## config.mk

```make
export PLATFORM = sky130hd
export DESIGN_NAME = sorted_list_insert_unit
export DESIGN_NICKNAME = d
export VERILOG_FILES = /design/src/rtl/sli_pkg.sv /design/src/rtl/sli_ram.sv /design/src/rtl/sorted_list_insert_unit.sv
export SDC_FILE = /design/constraint.sdc
export NUM_CORES = 1
export LEC_CHECK = 0
export ABC_AREA = 1
export BUFFER_PORTS_ARGS = -buffer_cell sky130_fd_sc_hd__buf_2
export CAP_MARGIN = 30
export CORE_ASPECT_RATIO = 1.4
export CORE_MARGIN = 1.5
export CORE_UTILIZATION = 33
export CTS_CLUSTER_SIZE = 10
export DETAILED_ROUTE_END_ITERATION = 7
export HOLD_SLACK_MARGIN = 0.03
export SLEW_MARGIN = 15
export SYNTH_ARGS = -nofsm -noshare
export SYNTH_HDL_FRONTEND = slang
export SYNTH_SLANG_ARGS = --single-unit
```

## constraint.sdc

```tcl
create_clock -name clock -period 5.2 [get_ports clock]
set_input_delay 0.26 -clock clock [delete_from_list [all_inputs] [get_ports clock]]
set_output_delay 0.26 -clock clock [all_outputs]
set_load 0.01 [all_outputs]
```

## src/rtl/sli_pkg.sv

```systemverilog
// shared types and constants for the sorted list insert unit
// no dependencies; used by sorted_list_insert_unit and its bench
package sli_pkg;

   localparam int CAPACITY   = 16;
   localparam int INDEX_W    = $clog2(CAPACITY);
   localparam int COUNT_W    = $clog2(CAPACITY + 1);
   localparam int VALUE_W    = 32;
   localparam int POSITION_W = 6;

   localparam logic MODE_INSERT  = 1'b0;
   localparam logic MODE_READOUT = 1'b1;

   typedef enum logic [1:0] {
      STATUS_OK    = 2'd0,
      STATUS_FULL  = 2'd1,
      STATUS_EMPTY = 2'd2
   } status_type;

   typedef struct packed {
      logic                      mode;
      logic signed [VALUE_W-1:0] value;
   } req_type;

   typedef struct packed {
      status_type                 status;
      logic [POSITION_W-1:0]      position;
      logic signed [VALUE_W-1:0]  item_value;
      logic                       last;
   } rsp_type;

endpackage

```

## src/rtl/sli_ram.sv

```systemverilog
// generic single-write, single-read memory with registered read data
// no dependencies
module sli_ram #(
   parameter int WIDTH = 32,
   parameter int DEPTH = 16
) (
   input  logic                     clock,
   input  logic                     wr_en,
   input  logic [$clog2(DEPTH)-1:0] wr_addr,
   input  logic [WIDTH-1:0]         wr_data,
   input  logic [$clog2(DEPTH)-1:0] rd_addr,
   output logic [WIDTH-1:0]         rd_data
);

   logic [WIDTH-1:0] mem_ff [DEPTH];

   always_ff @(posedge clock) begin
      if (wr_en) begin
         mem_ff[wr_addr] <= wr_data;
      end
      rd_data <= mem_ff[rd_addr];
   end

endmodule

```

## src/rtl/sorted_list_insert_unit.sv

```systemverilog
// sorted list insert unit: top level, state machine around one entry memory
// depends on sli_pkg and sli_ram
//
// keeps up to sli_pkg::CAPACITY signed 32-bit values in ascending order in a
// single memory with one write and one registered read port. a request is
// taken when start is high and busy is low. an insert walks down from the top
// of the list: each cycle it compares the entry read in the previous cycle
// with the new value, moves it up one place if it is greater or equal, and
// reads the next one down, until an entry below is smaller or the bottom is
// passed and it writes the new value into the place left free. a read-out
// returns one result per cycle, smallest first. inserts into a full or empty
// list and read-outs of an empty list answer at once. every result appears on
// rsp_data for exactly one cycle with rsp_strobe high, in the cycle after the
// work that caused it; the receiver cannot hold results off, and the final
// result of a request has last set. memory contents need no clearing after
// reset: only entries below the fill count are ever read
module sorted_list_insert_unit (
   input  logic             clock,
   input  logic             reset,
   input  logic             start,
   output logic             busy,
   input  sli_pkg::req_type req_data,
   output logic             rsp_strobe,
   output sli_pkg::rsp_type rsp_data
);

   typedef enum logic [1:0] {
      IDLE,
      SHIFT,
      PLACE,
      READOUT
   } state_type;

   state_type                          state_ff, state_in;
   logic [sli_pkg::COUNT_W-1:0]        count_ff, count_in;
   logic [sli_pkg::COUNT_W-1:0]        idx_ff, idx_in;
   logic signed [sli_pkg::VALUE_W-1:0] value_ff, value_in;
   logic                               rsp_strobe_ff, rsp_strobe_in;
   sli_pkg::rsp_type                   rsp_data_ff, rsp_data_in;

   // memory port signals
   logic                        wr_en;
   logic [sli_pkg::INDEX_W-1:0] wr_addr;
   logic [sli_pkg::VALUE_W-1:0] wr_data;
   logic [sli_pkg::INDEX_W-1:0] rd_addr;
   logic [sli_pkg::VALUE_W-1:0] rd_data;

   // index arithmetic, sliced down to memory addresses below
   logic [sli_pkg::COUNT_W-1:0] idx_dec1, idx_dec2, idx_inc, count_dec;
   logic                        accept;
   logic                        full, empty;

   assign accept    = start && (state_ff == IDLE);
   assign idx_dec1  = idx_ff - sli_pkg::COUNT_W'(1);
   assign idx_dec2  = idx_ff - sli_pkg::COUNT_W'(2);
   assign idx_inc   = idx_ff + sli_pkg::COUNT_W'(1);
   assign count_dec = count_ff - sli_pkg::COUNT_W'(1);
   assign full      = (count_ff == sli_pkg::COUNT_W'(sli_pkg::CAPACITY));
   assign empty     = (count_ff == '0);

   sli_ram #(
      .WIDTH (sli_pkg::VALUE_W),
      .DEPTH (sli_pkg::CAPACITY)
   ) u_entries (
      .clock   (clock),
      .wr_en   (wr_en),
      .wr_addr (wr_addr),
      .wr_data (wr_data),
      .rd_addr (rd_addr),
      .rd_data (rd_data)
   );

   always_comb begin
      state_in      = state_ff;
      count_in      = count_ff;
      idx_in        = idx_ff;
      value_in      = value_ff;
      rsp_strobe_in = 1'b0;
      rsp_data_in   = '{status: sli_pkg::STATUS_OK, position: '0, item_value: '0, last: 1'b1};
      wr_en         = 1'b0;
      wr_addr       = idx_ff[sli_pkg::INDEX_W-1:0];
      wr_data       = value_ff;
      rd_addr       = '0;

      unique case (state_ff)
         IDLE: begin
            if (start) begin
               value_in = req_data.value;
               if (req_data.mode == sli_pkg::MODE_INSERT) begin
                  if (full) begin
                     // list full: value dropped
                     rsp_strobe_in      = 1'b1;
                     rsp_data_in.status = sli_pkg::STATUS_FULL;
                  end else if (empty) begin
                     // first entry goes straight in
                     wr_en         = 1'b1;
                     wr_addr       = '0;
                     wr_data       = req_data.value;
                     count_in      = sli_pkg::COUNT_W'(1);
                     rsp_strobe_in = 1'b1;
                  end else begin
                     // fetch the top entry and start walking down
                     rd_addr  = count_dec[sli_pkg::INDEX_W-1:0];
                     idx_in   = count_ff;
                     state_in = SHIFT;
                  end
               end else begin
                  if (empty) begin
                     rsp_strobe_in      = 1'b1;
                     rsp_data_in.status = sli_pkg::STATUS_EMPTY;
                  end else begin
                     rd_addr  = '0;
                     idx_in   = '0;
                     state_in = READOUT;
                  end
               end
            end
         end

         SHIFT: begin
            // rd_data holds the entry just below idx_ff
            wr_en = 1'b1;
            if ($signed(rd_data) >= value_ff) begin
               // move it up; ties stay above the new value
               wr_data = rd_data;
               idx_in  = idx_dec1;
               if (idx_ff == sli_pkg::COUNT_W'(1)) begin
                  state_in = PLACE;
               end else begin
                  rd_addr = idx_dec2[sli_pkg::INDEX_W-1:0];
               end
            end else begin
               wr_data                = value_ff;
               count_in               = count_ff + sli_pkg::COUNT_W'(1);
               rsp_strobe_in          = 1'b1;
               rsp_data_in.position   = sli_pkg::POSITION_W'(idx_ff);
               state_in               = IDLE;
            end
         end

         PLACE: begin
            // new value is the smallest
            wr_en                = 1'b1;
            wr_data              = value_ff;
            count_in             = count_ff + sli_pkg::COUNT_W'(1);
            rsp_strobe_in        = 1'b1;
            rsp_data_in.position = sli_pkg::POSITION_W'(idx_ff);
            state_in             = IDLE;
         end

         READOUT: begin
            rsp_strobe_in          = 1'b1;
            rsp_data_in.position   = sli_pkg::POSITION_W'(idx_ff);
            rsp_data_in.item_value = rd_data;
            rsp_data_in.last       = (idx_ff == count_dec);
            if (idx_ff == count_dec) begin
               state_in = IDLE;
            end else begin
               rd_addr = idx_inc[sli_pkg::INDEX_W-1:0];
               idx_in  = idx_inc;
            end
         end

         default: begin
            state_in = IDLE;
         end
      endcase
   end

   always_ff @(posedge clock) begin
      if (reset) begin
         state_ff      <= IDLE;
         count_ff      <= '0;
         rsp_strobe_ff <= 1'b0;
      end else begin
         state_ff      <= state_in;
         count_ff      <= count_in;
         rsp_strobe_ff <= rsp_strobe_in;
      end
      idx_ff      <= idx_in;
      value_ff    <= value_in;
      rsp_data_ff <= rsp_data_in;
   end

   assign busy       = (state_ff != IDLE);
   assign rsp_strobe = rsp_strobe_ff;
   assign rsp_data   = rsp_data_ff;

   // fill count never runs past the capacity
   a_count_bound: assert property (@(posedge clock) disable iff (reset)
      count_ff <= sli_pkg::COUNT_W'(sli_pkg::CAPACITY))
      else $error("fill count above capacity");

   // fill count only ever grows by one
   a_count_step: assert property (@(posedge clock) disable iff (reset)
      (!$past(reset) && (count_ff != $past(count_ff)))
         |-> (count_ff == $past(count_ff) + sli_pkg::COUNT_W'(1)))
      else $error("fill count changed by more than one");

   // a full status is only given when the list really is full
   a_full_status: assert property (@(posedge clock) disable iff (reset)
      (rsp_strobe_ff && (rsp_data_ff.status == sli_pkg::STATUS_FULL))
         |-> (count_ff == sli_pkg::COUNT_W'(sli_pkg::CAPACITY)))
      else $error("full status on a list that is not full");

   // memory is written only by a request in progress or one being taken
   a_write_owner: assert property (@(posedge clock) disable iff (reset)
      wr_en |-> ((state_ff != IDLE) || accept))
      else $error("memory write while idle");

   // every read-out cycle yields a result in the cycle after it
   a_readout_result: assert property (@(posedge clock) disable iff (reset)
      (state_ff == READOUT) |=> rsp_strobe_ff)
      else $error("read-out cycle without a result");

endmodule

```

==> flow_metrics.py <==
metrics = {
    "detailed_routing": {
        "first_pass_iters": 5,
        "vias_per_cell": 5.42,
        "met2_length_um": 39700,
        "dr_wl_met3_um": 6270,
        "route.detailed.drc": 0,
        "drtAntennaViolNets": 0,
        "wire_per_inst_um": 22.4,
        "m1WireLength_um": 31200,
        "drt-initial-drc-count": 2078,
        "wl_um": 80300,
        "highest_layer": "met4",
        "vias": 19448,
    },
    "timing": {
        "tns_ns": 0,
        "rsz0062_at_grt": "false",
        "drv_slew": 0,
        "worstMarginPinSlew_ns": 0.938,
        "fmax_mhz": 232,
        "finClkSkew_ns": 0.0235,
        "post-route-min-period_ns": 4.31,
        "max-slew-margin-rel": 0.374,
        "timing.final.crit_share": 0.829,
        "hold_viol_final": 0,
        "setup_viol": 0,
    },
    "floorplanning": {
        "dieArea_sq_um": 82600,
        "placementRows": 123,
        "pin_count": 79,
        "chipWidth_um": 243,
        "die_h_um": 339,
        "core-area_sq_um": 80200,
        "initial_core_util": 0.333,
    },
    "power": {
        "worst_ir_drop_vdd_mv": 0.495,
        "power_mw": 20.1,
        "cellPowerDensity_nw_per_um2": 647,
        "p_leak_nw": 11.7,
    },
    "global_route": {
        "grt_max_degree": 134,
        "gr-usage-all-layers": 0.190,
        "grt_pass1_vias": 18651,
        "grt_pass1_wl_um": 119000,
        "grt_overflow_total": 0,
        "antenna_found_initial": 0,
    },
    "synthesis": {
        "async_flop_share": 0,
        "synth_edf_count": 549,
        "yosysTopAreaCell": "edfxtp_1",
        "syn_inst": 2364,
        "ys_seq_elements": 629,
        "synth_warnings": 0,
        "ys_types": 40,
        "synth.most_common_cell": "nand3_1",
        "yosys-top-cells-count": "750 x nand3_1, 549 x edfxtp_1, 458 x nand2_1, 114 x inv_1, 80 x dfxtp_1",
        "syn_area_sq_um": 26700,
        "synth_top_area_share": 0.618,
        "syn_nets": 2445,
        "synthFlopType": "edfxtp_1",
        "synth_area_leaders": "edfxtp_1 62%, nand3_1 14%, nand2_1 6.4%",
        "synth.avg_cell_area_sq_um": 11.3,
        "ys_seq_area_frac": 0.678,
    },
    "layout": {
        "antenna_cells": 0,
        "finalNonFillerCells": 3589,
        "final_cell_area_sq_um": 31000,
        "drive_gt1_frac": 0.110,
        "fillers": 7598,
        "area_growth_pct": 16.3,
        "nNetsFinal": 2553,
    },
    "place": {
        "placed_cell_area_sq_um": 28400,
        "place_inst": 3403,
        "port_buffers": 77,
        "gp_congestion": 0.871,
        "dp_hpwl_um": 42500,
    },
    "clock_network": {
        "cts_resized": 0,
        "root_buffer": "clkbuf_16",
        "cts-buffers-inserted": 72,
        "cts.clk_slew.worst_paths_ns": 0.06,
        "cts.sinks": 629,
        "worstSkewPairLatency_ns": 0.60,
        "post_cts_buffers": 0,
        "cts.hold.buffers_added": 35,
        "ctsHtreeMaxLevel": 3,
        "cts_tree": "built",
        "clk_path_buf_depth": 3,
    },
    "worst_setup_path": {
        "startpoint": "value_ff[14]",
        "worstSetupStartpointType": "register",
        "worst_ep_arrival_time_ns": 4.84,
        "path_class": "register to register",
        "cp.required_ns": 5.74,
        "crit-reg2reg-capture": "u_entries.rd_data[2]",
        "end_kind": "register",
        "reg2reg_from": "value_ff[14]",
        "crit_end": "u_entries.rd_data[2]",
        "path_common_cell": "nand2_1",
        "ff2ff_path_depth": 20,
        "max_stage_delay_ns": 0.75,
        "cp_slowest_cell": "buf_4",
        "r2r_setup_slack_ns": 0.89,
        "path_max_fanout": 60,
        "worstPathCellList": "inv_1 -> ha_1 -> nand2_1 -> inv_1 -> nand3_1 -> nor3_1 -> nand2_1 -> nand2_1 -> nand2_1 -> nand3_1 -> nand3_2 -> nand3_4 -> buf_4 -> buf_4 -> nand3_1 -> nand3_1 -> nand3_1 -> nand2_1 -> nand2_1 -> nand2_1",
    },
    "flow_run": {
        "cap_violations": 0,
    },
    "worst_hold_path": {
        "hp-class": "input pin to register",
    },
    "status": {
        "status": "completed",
    },
}
worst min path at each step:
stage / start / to / slack [ns] / depth (start not counted)
2_1_floorplan: reset / rsp_strobe / 0.33 / 1
3_3_place_gp: u_entries.rd_data[0] / rsp_data[1] / 0.44 / 2
3_5_place_dp: u_entries.rd_data[0] / rsp_data[1] / 0.44 / 2
4_1_cts: req_data[11] / value_ff[11] / 0.39 / 2
5_1_grt: req_data[1] / value_ff[1] / 0.42 / 2
6_report: req_data[1] / value_ff[1] / 0.42 / 2
critical path, delay by kind of cell, from the launching register on:
family / cells / cell delay [ns]
and+or+nand+nor: 15 / 2.15
adders and majority gates: 1 / 0.28
DFF: 1 / 0.35
buffers and inverters: 4 / 1.36
power by group:
group	total [mW]	internal [mW]	switching, mW	leakage, nW
combinational	7.62	2.11	5.50	5.05
clock	4.58	2.63	1.95	0.979
sequential	7.88	7.48	0.393	5.64
total	20.1	12.2	7.85	11.7
layer usage:
layer / up-vias / track usage
met5: - / 0
met1: 9547 / 0.238
met3: 185 / 0.0246
met4: 0 / 0.0862
li1: 8677 / -
met2: 1039 / 0.326
cell usage in the layout (no fill, tap or decap), types with 32 or more instances in the layout:
master / instances
a22oi_1: 33
buf_2: 77
buf_4: 44
clkbuf_1: 52
clkbuf_16: 73
dfxtp_1: 80
dlygate4sd3_1: 35
edfxtp_1: 549
ha_1: 45
inv_1: 112
nand2_1: 456
nand3_1: 750
nor2_1: 32
o211ai_1: 34
logic make-up after synthesis:
group,synth area share
AND/OR/NAND/NOR,0.219
flip-flops,0.678
buffers and inverters,0.0498
AO/OA/AOI/OAI,0.0305
adder cells (fa/ha/maj),0.0211
XOR/XNOR,0.00164
other,0.000141
stage by stage:
step,setup WS [ns],utilization,hold slack [ns]
3_3_place_gp,0.876,0.353,0.437
2_1_floorplan,1.70,-,0.329
4_1_cts,0.880,0.384,0.389
6_report,0.890,0.387,0.419
5_1_grt,0.699,0.387,0.421
3_5_place_dp,0.903,0.354,0.439
flip-flops by register name, indices dropped and copies added (netlist names):
signal             count
rsp_strobe             1
u_entries.rd_data     32
state_ff               2
idx_ff                 5
value_ff              32
rsp_data              40
u_entries.mem_ff     512
count_ff               5
layout make-up:
type | instances | area (sq um) | share of cell area
clock buffers | 125 | 2020 | 0.0652
clock inverters | 4 | 35.0 | 0.00113
inverters | 121 | 460 | 0.0148
multi-input cells | 1454 | 7440 | 0.240
flip-flops and latches | 629 | 18100 | 0.583
well taps | 1062 | 1330 | 0.0428
repair buffers | 194 | 1640 | 0.0530
No activity file was read; power rests on OpenSTA's default activity.
